File: src/rtl/pidl_pkg.sv
// Shared types and constants for the positional insert/delete list.
// Holds request/result payload structs, status and mode codes, cell commands.
// No dependencies.
package pidl_pkg;

  localparam int DATA_W    = 32;
  localparam int POS_W     = 8;
  localparam int SLOT_W    = 5;
  localparam int FILL_W    = 5;
  localparam int DEPTH_DEF = 16;

  typedef logic signed [DATA_W-1:0] data_t;

  typedef enum logic [1:0] {
    MODE_INSERT = 2'd0,
    MODE_READ   = 2'd1,
    MODE_REMOVE = 2'd2,
    MODE_LIST   = 2'd3
  } mode_t;

  typedef enum logic [2:0] {
    ST_OK       = 3'd0,
    ST_FULL     = 3'd1,
    ST_EMPTY    = 3'd2,
    ST_BADPOS   = 3'd3,
    ST_POSEMPTY = 3'd4
  } status_t;

  typedef enum logic [1:0] {
    OP_HOLD,
    OP_INSERT,
    OP_REMOVE
  } cell_op_t;

  typedef enum logic {
    S_IDLE,
    S_LIST
  } state_t;

  typedef struct packed {
    mode_t              mode;
    logic [POS_W-1:0]   position;
    data_t              value;
  } in_t;

  typedef struct packed {
    status_t            status;
    data_t              data;
    logic [SLOT_W-1:0]  slot;
    logic [FILL_W-1:0]  fill;
    logic               last;
  } out_t;

  // Broadcast to every cell of the chain
  typedef struct packed {
    cell_op_t op;
    data_t    value;
  } cell_cmd_t;

endpackage

File: src/rtl/pidl_cell.sv
// One storage cell of the list chain: holds a single entry.
// Takes its neighbor's entry on insert/remove shifts. Depends on pidl_pkg.
module pidl_cell #(
  parameter int DEPTH = pidl_pkg::DEPTH_DEF,
  parameter int IDX   = 0,
  parameter int IW    = 4
) (
  input  logic                clk,
  input  pidl_pkg::cell_cmd_t cmd,
  input  logic [IW-1:0]       at,
  input  pidl_pkg::data_t     left,
  input  pidl_pkg::data_t     right,
  output pidl_pkg::data_t     q
);
  import pidl_pkg::*;

  localparam logic [IW-1:0] MY_IDX = IW'(IDX);

  data_t entry_r;
  data_t entry_nxt;

  always_comb begin
    entry_nxt = entry_r;
    case (cmd.op)
      OP_INSERT: begin
        if (MY_IDX > at) begin
          entry_nxt = left;
        end else if (MY_IDX == at) begin
          entry_nxt = cmd.value;
        end
      end
      OP_REMOVE: begin
        // close the gap: everything from the removed slot on moves down
        if (MY_IDX >= at) begin
          entry_nxt = right;
        end
      end
      default: entry_nxt = entry_r;
    endcase
  end

  always_ff @(posedge clk) begin
    entry_r <= entry_nxt;
  end

  assign q = entry_r;

endmodule

File: src/rtl/positional_insert_delete_list.sv
// Positional insert/delete list: keeps up to DEPTH signed 32-bit entries packed
// from slot 1 in a chain of cells that shift in parallel. Insert, read and remove
// each take one request per cycle and give their result in the next cycle, held in an
// output register; the next request is taken in the cycle that result is taken
// (or if the output register is empty). List gives one result per occupied entry
// (a single empty-status result when the list is empty) through the single read
// select, one per cycle while the output is free, and takes no request until the last
// one is given. Entry storage has no reset. Depends on pidl_pkg and pidl_cell.
module positional_insert_delete_list #(
  parameter int DEPTH = pidl_pkg::DEPTH_DEF
) (
  input  logic           clk,
  input  logic           rst_n,
  input  logic           in_valid,
  output logic           in_ready,
  input  pidl_pkg::in_t  in_data,
  output logic           out_valid,
  input  logic           out_ready,
  output pidl_pkg::out_t out_data
);
  import pidl_pkg::*;

  localparam int IW = (DEPTH > 1) ? $clog2(DEPTH) : 1;
  localparam int CW = $clog2(DEPTH + 1);
  localparam logic [POS_W-1:0] POS_MAX = POS_W'(DEPTH);
  localparam logic [CW-1:0]    OCC_MAX = CW'(DEPTH);

  state_t          state_r, state_nxt;
  logic [CW-1:0]   occ_r, occ_nxt;
  logic [IW-1:0]   lst_idx_r, lst_idx_nxt;
  logic            out_valid_r;
  out_t            out_data_r;

  logic            out_free;
  logic            in_acc;
  logic            list_step;
  logic [IW-1:0]   rd_idx;
  data_t           rd_data;

  cell_cmd_t       cmd;
  logic [IW-1:0]   cmd_at;
  data_t           cell_q [DEPTH];

  out_t            res;
  out_t            lst_res;
  logic            lst_last;
  logic            list_start;
  logic            pos_ok;
  logic            full;
  logic            empty;
  logic [POS_W-1:0] pos_m1;
  logic [POS_W-1:0] occ_ext;
  logic [POS_W-1:0] at_ins;

  // ---------------- cell chain ----------------
  for (genvar i = 0; i < DEPTH; i++) begin : g_cell
    data_t left_w;
    data_t right_w;
    if (i == 0) begin : g_first
      assign left_w = cmd.value;
    end else begin : g_mid_l
      assign left_w = cell_q[i-1];
    end
    if (i == DEPTH - 1) begin : g_end
      assign right_w = cell_q[i];
    end else begin : g_mid_r
      assign right_w = cell_q[i+1];
    end
    pidl_cell #(.DEPTH(DEPTH), .IDX(i), .IW(IW)) u_cell (
      .clk   (clk),
      .cmd   (cmd),
      .at    (cmd_at),
      .left  (left_w),
      .right (right_w),
      .q     (cell_q[i])
    );
  end

  assign rd_data = cell_q[rd_idx];

  // ---------------- control FSM ----------------
  assign out_free  = !out_valid_r || out_ready;
  assign in_acc    = in_valid && in_ready;
  assign list_step = (state_r == S_LIST) && out_free;

  always_comb begin
    state_nxt = state_r;
    case (state_r)
      S_IDLE: if (list_start) state_nxt = S_LIST;
      S_LIST: if (list_step && lst_last) state_nxt = S_IDLE;
      default: state_nxt = S_IDLE;
    endcase
  end

  always_comb begin
    in_ready = 1'b0;
    rd_idx   = '0;
    case (state_r)
      S_IDLE: begin
        in_ready = out_free;
        if (in_data.mode != MODE_LIST) rd_idx = pos_m1[IW-1:0];
      end
      S_LIST: rd_idx = lst_idx_r;
      default: in_ready = 1'b0;
    endcase
  end

  // ---------------- request decode ----------------
  assign pos_ok  = (in_data.position >= POS_W'(1)) && (in_data.position <= POS_MAX);
  assign full    = (occ_r >= OCC_MAX);
  assign empty   = (occ_r == '0);
  assign pos_m1  = in_data.position - POS_W'(1);
  assign occ_ext = POS_W'(occ_r);
  assign at_ins  = (pos_m1 > occ_ext) ? occ_ext : pos_m1;

  always_comb begin
    res        = '0;
    res.status = ST_OK;
    res.last   = 1'b1;
    cmd.op     = OP_HOLD;
    cmd.value  = in_data.value;
    cmd_at     = pos_m1[IW-1:0];
    occ_nxt    = occ_r;
    list_start = 1'b0;
    case (in_data.mode)
      MODE_INSERT: begin
        if (full) begin
          res.status = ST_FULL;
        end else if (!pos_ok) begin
          res.status = ST_BADPOS;
        end else begin
          cmd.op   = OP_INSERT;
          cmd_at   = at_ins[IW-1:0];
          occ_nxt  = occ_r + CW'(1);
          res.slot = SLOT_W'(at_ins + POS_W'(1));
        end
      end
      MODE_READ, MODE_REMOVE: begin
        if (empty) begin
          res.status = ST_EMPTY;
        end else if (!pos_ok) begin
          res.status = ST_BADPOS;
        end else if (pos_m1 >= occ_ext) begin
          res.status = ST_POSEMPTY;
        end else begin
          res.data = rd_data;
          res.slot = SLOT_W'(in_data.position);
          if (in_data.mode == MODE_REMOVE) begin
            cmd.op  = OP_REMOVE;
            occ_nxt = occ_r - CW'(1);
          end
        end
      end
      MODE_LIST: begin
        if (empty) begin
          res.status = ST_EMPTY;
        end else begin
          res.data   = rd_data;
          res.slot   = SLOT_W'(1);
          res.last   = (occ_r == CW'(1));
          list_start = in_acc && !res.last;
        end
      end
      default: res.status = ST_OK;
    endcase
    if (!in_acc) begin
      cmd.op  = OP_HOLD;
      occ_nxt = occ_r;
    end
    res.fill = FILL_W'(occ_nxt);
  end

  // ---------------- list walk ----------------
  always_comb begin
    lst_last       = ((CW'(lst_idx_r) + CW'(1)) == occ_r);
    lst_res        = '0;
    lst_res.status = ST_OK;
    lst_res.data   = rd_data;
    lst_res.slot   = SLOT_W'(CW'(lst_idx_r) + CW'(1));
    lst_res.fill   = FILL_W'(occ_r);
    lst_res.last   = lst_last;
    lst_idx_nxt    = lst_idx_r;
    if (list_start) begin
      lst_idx_nxt = IW'(1);
    end else if (list_step) begin
      lst_idx_nxt = lst_idx_r + IW'(1);
    end
  end

  // ---------------- registers ----------------
  always_ff @(posedge clk) begin
    if (!rst_n) begin
      state_r     <= S_IDLE;
      occ_r       <= '0;
      lst_idx_r   <= '0;
      out_valid_r <= 1'b0;
    end else begin
      state_r   <= state_nxt;
      occ_r     <= occ_nxt;
      lst_idx_r <= lst_idx_nxt;
      if (in_acc || list_step) begin
        out_valid_r <= 1'b1;
      end else if (out_ready) begin
        out_valid_r <= 1'b0;
      end
    end
  end

  always_ff @(posedge clk) begin
    if (in_acc) begin
      out_data_r <= res;
    end else if (list_step) begin
      out_data_r <= lst_res;
    end
  end

  assign out_valid = out_valid_r;
  assign out_data  = out_data_r;

  // ---------------- assertions ----------------
  a_occ_bound: assert property (@(posedge clk) disable iff (!rst_n)
    occ_r <= OCC_MAX)
    else $error("fill count above depth");

  a_insert_grows: assert property (@(posedge clk) disable iff (!rst_n)
    (in_acc && in_data.mode == MODE_INSERT && res.status == ST_OK)
      |=> (occ_r == $past(occ_r) + CW'(1)))
    else $error("accepted insert did not grow the list");

  a_list_in_range: assert property (@(posedge clk) disable iff (!rst_n)
    (state_r == S_LIST) |-> (CW'(lst_idx_r) < occ_r && !in_ready))
    else $error("list walk index out of range or request taken mid-walk");

endmodule

File: config.mk
export PLATFORM = sky130hd
export DESIGN_NAME = positional_insert_delete_list
export DESIGN_NICKNAME = d
export VERILOG_FILES = /design/src/rtl/pidl_pkg.sv /design/src/rtl/pidl_cell.sv /design/src/rtl/positional_insert_delete_list.sv
export SDC_FILE = /design/constraint.sdc
export NUM_CORES = 2
export LEC_CHECK = 0
export BUFFER_PORTS_ARGS = -buffer_cell sky130_fd_sc_hd__buf_2
export CORE_ASPECT_RATIO = 0.7
export CORE_MARGIN = 2
export CORE_UTILIZATION = 30
export DETAILED_ROUTE_END_ITERATION = 8
export SETUP_SLACK_MARGIN = 0.15
export SLEW_MARGIN = 30
export SYNTH_ARGS = -nofsm -noshare
export SYNTH_HDL_FRONTEND = slang
export SYNTH_HIERARCHICAL = 1
export SYNTH_SLANG_ARGS = --single-unit
File: constraint.sdc
create_clock -name clk -period 9.6 [get_ports clk]
set_clock_uncertainty 0.2 [all_clocks]
set_input_delay 1.92 -clock clk [delete_from_list [all_inputs] [get_ports clk]]
set_output_delay 1.92 -clock clk [all_outputs]
set_load 0.05 [all_outputs]
# After elaboration in Yosys (flattened, before gate mapping)
# Cells that the tools add are included.
[op_classes]
n_mux = 116
n_reduce_logical = 35
bitwise = 3
order_cmp = 37
add_sub_neg = 6
eq_ne = 53
[op_table]
columns = ["op", "n"]
rows = [
  ["2-to-1 mux 32 bit", 49],
  ["one-hot mux 32 bit (2 select lines)", 16],
  ["2-to-1 mux 37 bit", 4],
  ["binary-select mux 32 bit (select 4 bit)", 1],
  ["2-to-1 mux 46 bit", 2],
  ["2-to-1 mux 5 bit", 10],
  ["inequality test 3 x 1 -> 1 bit (second input constant)", 15],
  ["AND reduction 3 bit", 15],
  ["== test 4 bit (first input constant)", 8],
  ["> comparator 4 bit (first input constant)", 8],
  ["inequality test 2 x 1 -> 1 bit (second input constant)", 15],
  [">= comparator 4 bit (first input constant)", 7],
  ["== test 3 x 4 -> 1 bit (first input constant)", 4],
  [">= comparator 3 x 4 -> 1 bit (first input constant)", 4],
  ["> comparator 3 x 4 -> 1 bit (first input constant)", 4],
  ["2-to-1 mux 2 bit", 8],
  ["2-to-1 mux 4 bit", 4],
  ["one-hot mux 5 bit (3 select lines)", 1],
  ["2-to-1 mux 1 bit", 13],
  ["adder 5 x 1 -> 5 bit (second input constant)", 2],
  [">= comparator 5 bit (second input constant)", 2],
  ["one-hot mux 5 bit (2 select lines)", 1],
  ["nonzero test 2 bit", 5],
  ["2-to-1 mux 3 bit", 3],
  ["33 further kinds", 49],
]
[word_totals]
output_inout_bits = 48
inputBits = 46
wordCells = 276
regBits = 569

# Longest topological paths before layout
[depth]
word_depth = 12
ltp_mapped = 19
ltp_nobuf = 18

# Modules after synthesis
# The synthesis kept the hierarchy.
[modules_own_cells]
columns = ["mod", "cells_per_inst", "n_inst", "area_each_um2"]
rows = [
  ["positional_insert_delete_list", 1215, 1, 7906.3],
  ["pidl_cell at g_cell[12].u_cell", 189, 1, 2437.3],
  ["pidl_cell at g_cell[2].u_cell", 194, 1, 2153.3],
  ["pidl_cell at g_cell[4].u_cell", 188, 1, 2020.7],
  ["pidl_cell at g_cell[8].u_cell", 108, 1, 2013.2],
  ["pidl_cell at g_cell[6].u_cell", 178, 1, 1689.1],
  ["pidl_cell at g_cell[13].u_cell", 142, 1, 1677.9],
  ["pidl_cell at g_cell[3].u_cell", 142, 1, 1672.9],
  ["pidl_cell at g_cell[7].u_cell", 178, 1, 1670.4],
  ["pidl_cell at g_cell[14].u_cell", 179, 1, 1669.1],
  ["pidl_cell at g_cell[15].u_cell", 142, 1, 1666.6],
  ["pidl_cell at g_cell[1].u_cell", 142, 1, 1664.1],
  ["pidl_cell at g_cell[9].u_cell", 179, 1, 1656.6],
  ["pidl_cell at g_cell[10].u_cell", 179, 1, 1652.8],
  ["+3 rows", "-", "-", "-"],
]

# Worst setup path after synthesis
# No wires, ideal clock.
[synth_timing]
kind = "input to register"
startpoint = "input port in_data[32] (netlist bit)"
endpoint = "register g_cell[2].u_cell.entry_r[0] (enable)"
t_arrival_ns = 9.147
cell_stages = 16
path_slack_ns = -0.269
setup_time_ns = 0.522
n_path_buf = 4
path_cell_list = "buf_2 -> inv_1 -> ha_1 -> xnor2_1 -> inv_2 -> ha_1 -> and4_1 -> a21oi_1 -> o31ai_1 -> nand2_1 -> nand2_1 -> mux2i_1 -> buf_2 -> buf_2 -> buf_1 -> a2111oi_1"
[synth_via]
elab_cells_between_ends = 26
[synth_rtl]
columns = ["item", "line_no", "rtl"]
rows = [
  ["from (decl)", "positional_insert_delete_list.sv:16", "input pidl_pkg::in_t in_data,"],
  ["subtractor 8 x 1 -> 8 bit", "positional_insert_delete_list.sv:112", "assign pos_m1 = in_data.position - POS_W'(1);"],
  ["> comparator 8 x 5 -> 1 bit", "positional_insert_delete_list.sv:114", "assign at_ins = (pos_m1 > occ_ext) ? occ_ext : pos_m1;"],
  ["2-to-1 mux 5 bit", "positional_insert_delete_list.sv:114", ""],
  ["2-to-1 mux 4 bit", "positional_insert_delete_list.sv:129", "end else if (!pos_ok) begin"],
  ["2-to-1 mux 4 bit", "positional_insert_delete_list.sv:127", "if (full) begin"],
  ["2-to-1 mux 4 bit (*)", "positional_insert_delete_list.sv:125", "case (in_data.mode)"],
  ["via cmd_at[2]", "positional_insert_delete_list.sv:41", "logic [IW-1:0] cmd_at;"],
  ["> comparator 2 x 4 -> 1 bit (tied with other cells)", "pidl_cell.sv:26", "if (MY_IDX > at) begin"],
  ["inequality test 3 x 1 -> 1 bit (no line) or inequality test 2 x 1 -> 1 bit (tied branches)", "-", ""],
  ["AND reduction 3 bit (no line) (*)", "-", ""],
  ["to (signal assigned)", "pidl_cell.sv:43", "entry_r <= entry_nxt;"],
  ["to (decl)", "pidl_cell.sv:19", "data_t entry_r;"],
]
# The timed path passes the listed nets; every way through them passes the cells marked *.
# A chain may end at the register's enable or synchronous reset.

==> reports/summary.txt <==
result of the run: finished, final reports clean
RSZ-0062 raised after global routing: false
clock tree from TritonCTS: built
sum of negative setup slack: 0 ps
Setup Crit Path Kind: in2reg
cell area after technology mapping: 36300 sq um
number of synthesized register bits: 569
most instantiated flip-flop cell in the synthesis netlist: sky130_fd_sc_hd__edfxtp_1
Die Footprint: 124000 sq um
DR iter-0 viols: 4349
depth of the most critical reg-to-reg path: 12
critical path buffer and inverter count: 6
total routing resource utilization after global routing: 21.3%
number of enable-type register cells in the synthesized netlist: 558
total leakage power: 14.3 nW
# resized after CTS: 0
number of antenna-violating nets in the routed design: 0
HPWL after detailed placement: 80.1 mm
Final Util: 33.4%
delay of the slowest cell on the worst path: 610 ps
clock buffers created by TritonCTS: 57
number of cells produced by synthesis: 3650
core region area: 120000 sq um
Critical Path Start Type: input pin
clock slew seen by the registers of the worst setup and hold paths: 70 ps
fin worst setup slack: 2680 ps
global placement routability congestion: 0.875
peak supply drop: 127 uV
fraction of layout cells with a size suffix above 1: 14.2%
distinct cell type count after synthesis: 93
routed len/inst: 26.1 um
Critical Path Sink Type: register
setup-violating endpoint count in the final report: 0
maximum count of clock buffers along a single path: 3
critical-path maximum fanout: 53
via count of the first global-routing pass: 28750
detailed-route vias per instance: 5.91
crit-path leading delay family: buffers and inverters
Req. time, crit path: 9670 ps
proportion of register bits with asynchronous set or reset after synthesis: 0%
first-pass detailed-route iteration total: 5
CTS Hold Buffers Added: 0
H-Tree Level Count: 2
vertical die dimension: 295 um
number of hold violations in the final report: 0
Min Clock Period, post-route: 6920 ps
standard cell with the maximum stage delay on the critical path: sky130_fd_sc_hd__buf_4
average cell area after synthesis: 9.94 sq um
clock sink total: 569
Pwr Density: 159 nW/um^2
Remaining Overflow, GRT: 0
FF-to-FF Start: occ_r[2]
Tcrit/Tclk final: 72.0%
number of placed I/O pins: 94
Max Clock Freq: 0.145 GHz
R2R Path End: g_cell[7].u_cell/q[6]
Worst Max-Slew Pin Slew: 1020 ps
clock root cell: sky130_fd_sc_hd__clkbuf_16
hold worst-path end: lst_idx_r[1]
Seq/Total Area, Yosys: 46.8%
Rel. slew slack: 31.9%
number of pins exceeding their max-slew limit in the final report: 0
post-placement setup slack: 2120 ps
path type of the worst min-delay path: reg2reg
Min-Delay Startpoint: lst_idx_r[1]
total nets after synthesis: 3713
total number of vias: 30898
clock insertion delay at the later pin of the skew report: 660 ps
max-capacitance violation count: 0
effective utilization at floorplan: 30.3%
pin count of the biggest net entering global routing: 141
Residual DRC: 0
data arrival time of the worst path: 6990 ps
number of buffers inserted by port buffering: 93
synth-to-layout area growth: 10.0%
ordered list of cells on the worst path: buf_2 -> inv_1 -> ha_1 -> xnor2_2 -> inv_2 -> ha_1 -> o21ai_1 -> a21oi_1 -> o31ai_4 -> nand4_4 -> or2_1 -> inv_4 -> buf_4 -> nand2b_2 -> a21oi_4 -> buf_4
Warnings, synthesis: 6
Reg2Reg Setup Slack: 4090 ps
post-CTS setup repair buffer count: 0
Filler Cells Inserted: 12238
final-stage net count: 3619
global-route wire length before repair: 199 mm
die boundary width: 420 um
number of placement rows: 106
final routed wirelength across all metal layers: 136 mm
antenna violations before repair: 6
worst hold path depth: 2
power by group:
part	switching, W	leakage (nW)	internal, W
Sequential	0.0000117	5.16	0.00278
Combinational	0.000763	8.21	0.000341
Clock	0.00106	0.943	0.00138
per-layer routing:
| layer | up-vias | part of all wire [%] | GRT usage, % | wire [um] |
|---|---|---|---|---|
| li1 | 13405 | - | - | - |
| met1 | 15057 | 43 | 31.5 | 58100 |
| met2 | 2229 | 41 | 30.1 | 56000 |
| met3 | 205 | 14 | 5.78 | 18700 |
| met4 | 2 | 2.5 | 6.23 | 3410 |
| met5 | - | 0.0095 | 0 | 13 |
cells by family (layout without fill, tap and decap cells):
logic type / Yosys count / count (layout) / synth area share, %
other: 0 / 5 / 0
AND/OR/NAND/NOR: 1637 / 1637 / 21.7
buffers and inverters: 354 / 304 / 5.74
XOR/XNOR: 24 / 24 / 0.600
adder cells (fa/ha/maj): 17 / 17 / 0.586
AO/OA/AOI/OAI: 820 / 820 / 17.1
multiplexers: 229 / 229 / 7.55
flip-flops: 569 / 569 / 46.8
layout by cell type, fill, tap and decap left out, types with 9 or more instances in the layout:
cell type                   instances
sky130_fd_sc_hd__nand2_1          884
sky130_fd_sc_hd__edfxtp_1         558
sky130_fd_sc_hd__nor2_1           280
sky130_fd_sc_hd__a31oi_1          234
sky130_fd_sc_hd__and3_1           130
sky130_fd_sc_hd__mux2i_1          129
sky130_fd_sc_hd__a311oi_1         129
sky130_fd_sc_hd__a21oi_1          113
sky130_fd_sc_hd__buf_2             93
sky130_fd_sc_hd__mux2_4            87
sky130_fd_sc_hd__buf_4             73
sky130_fd_sc_hd__nor3b_1           68
sky130_fd_sc_hd__and2_1            65
sky130_fd_sc_hd__a221o_1           62
sky130_fd_sc_hd__clkbuf_16         59
sky130_fd_sc_hd__o21ai_1           53
sky130_fd_sc_hd__nand3_1           44
sky130_fd_sc_hd__o31ai_1           36
sky130_fd_sc_hd__or4b_1            35
sky130_fd_sc_hd__o41a_1            32
sky130_fd_sc_hd__or3b_1            32
sky130_fd_sc_hd__nor3b_2           29
sky130_fd_sc_hd__a31oi_2           29
sky130_fd_sc_hd__o21ai_0           28
sky130_fd_sc_hd__a21bo_1           20
sky130_fd_sc_hd__xnor2_1           19
sky130_fd_sc_hd__inv_1             17
sky130_fd_sc_hd__ha_1              16
sky130_fd_sc_hd__nor3_1            12
sky130_fd_sc_hd__a21oi_4           12
sky130_fd_sc_hd__clkinv_1          12
sky130_fd_sc_hd__a21bo_2           12
sky130_fd_sc_hd__dfxtp_1           11
sky130_fd_sc_hd__clkinv_2          10
sky130_fd_sc_hd__clkbuf_1          10
sky130_fd_sc_hd__bufinv_16         10
sky130_fd_sc_hd__mux2_2             9
sky130_fd_sc_hd__nand2b_2           9
final cells by class:
| class | instances | area (sq um) | share of cell area (%) |
|---|---|---|---|
| multi-input cells | 2727 | 17600 | 44.2 |
| flip-flops and latches | 569 | 17000 | 42.5 |
| well taps | 1620 | 2030 | 5.08 |
| clock buffers | 69 | 1510 | 3.79 |
| repair buffers | 180 | 1260 | 3.16 |
| clock inverters | 34 | 412 | 1.03 |
| inverters | 21 | 81.3 | 0.204 |
| diodes | 5 | 12.5 | 0.0314 |
worst reg2reg max path: stages, from the launching register on:
cell and delay [ps]:
sky130_fd_sc_hd__dfxtp_1 650, sky130_fd_sc_hd__inv_1 290, sky130_fd_sc_hd__ha_1 370, sky130_fd_sc_hd__o21ai_1 130
sky130_fd_sc_hd__a21oi_1 100, sky130_fd_sc_hd__o31ai_4 340, sky130_fd_sc_hd__nand4_4 230, sky130_fd_sc_hd__or2_1 340
sky130_fd_sc_hd__inv_4 590, sky130_fd_sc_hd__buf_4 620, sky130_fd_sc_hd__nand2b_2 160, sky130_fd_sc_hd__a21oi_4 520
sky130_fd_sc_hd__buf_4 570
state kept, by name (all words and copies together) (netlist names):
register / flops
g_cell.u_cell/q: 512
out_data: 46
occ_r: 5
lst_idx_r: 4
out_valid: 1
state_r: 1
cell usage after synthesis (6+ instances only):
cell type / count / area share [%]
sky130_fd_sc_hd__a211oi_1: 6 / 0.12
sky130_fd_sc_hd__nand2_1: 885 / 9.2
sky130_fd_sc_hd__nor3_1: 14 / 0.19
sky130_fd_sc_hd__a311oi_1: 130 / 3.1
sky130_fd_sc_hd__a21bo_2: 12 / 0.33
sky130_fd_sc_hd__nor2_1: 280 / 2.9
sky130_fd_sc_hd__or3b_1: 32 / 0.77
sky130_fd_sc_hd__buf_8: 12 / 0.50
sky130_fd_sc_hd__buf_1: 15 / 0.16
sky130_fd_sc_hd__buf_6: 55 / 1.7
sky130_fd_sc_hd__o31ai_1: 36 / 0.75
sky130_fd_sc_hd__dfxtp_1: 11 / 0.61
sky130_fd_sc_hd__edfxtp_1: 558 / 46
sky130_fd_sc_hd__mux2_2: 10 / 0.31
sky130_fd_sc_hd__a221o_1: 62 / 1.7
sky130_fd_sc_hd__clkbuf_1: 146 / 1.5
sky130_fd_sc_hd__a31oi_2: 29 / 1.0
sky130_fd_sc_hd__inv_1: 19 / 0.20
sky130_fd_sc_hd__nor3b_1: 68 / 1.4
sky130_fd_sc_hd__o41a_1: 32 / 0.99
sky130_fd_sc_hd__and2_1: 65 / 1.1
sky130_fd_sc_hd__xnor2_1: 20 / 0.48
sky130_fd_sc_hd__nand3_1: 45 / 0.62
sky130_fd_sc_hd__mux2i_1: 132 / 3.6
sky130_fd_sc_hd__o21ai_1: 54 / 0.75
sky130_fd_sc_hd__a21oi_1: 123 / 1.7
sky130_fd_sc_hd__buf_4: 23 / 0.48
sky130_fd_sc_hd__mux2_4: 87 / 3.6
sky130_fd_sc_hd__nor3b_2: 29 / 1.0
sky130_fd_sc_hd__a21bo_1: 20 / 0.55
sky130_fd_sc_hd__nand2b_1: 18 / 0.31
sky130_fd_sc_hd__and3_1: 132 / 2.3
sky130_fd_sc_hd__buf_2: 79 / 1.1
sky130_fd_sc_hd__or4b_1: 35 / 0.97
sky130_fd_sc_hd__ha_1: 17 / 0.59
sky130_fd_sc_hd__a31oi_1: 236 / 4.1
sky130_fd_sc_hd__o21ai_0: 28 / 0.39
through the flow:
| step | std cells | power (W) | cell area (sq um) | hold slack, ps |
|---|---|---|---|---|
| after floorplan | 3650 | 0.00359 | 36300 | 279 |
| after global placement | 5110 | 0.00390 | 37900 | 371 |
| after detailed placement | 5116 | 0.00392 | 38000 | 379 |
| after CTS | 5219 | 0.00634 | 39900 | 390 |
| after global routing | 5223 | 0.00651 | 39900 | 418 |
| final | 5225 | 0.00634 | 39900 | 385 |
worst max path at each step:
stage                            from                     end  slack (ps)  depth (start not counted)
after floorplan           in_data[32]   g_cell[2].u_cell/q[0]         160                         16
after global placement    in_data[32]  g_cell[14].u_cell/q[5]        2190                         16
after detailed placement  in_data[32]   g_cell[0].u_cell/q[2]        2120                         15
after CTS                 in_data[32]   g_cell[7].u_cell/q[6]        2830                         16
after global routing      in_data[32]  g_cell[1].u_cell/q[26]        2480                         18
final                     in_data[32]   g_cell[7].u_cell/q[6]        2680                         16
Note: power is estimated with default switching activity, not from simulation.
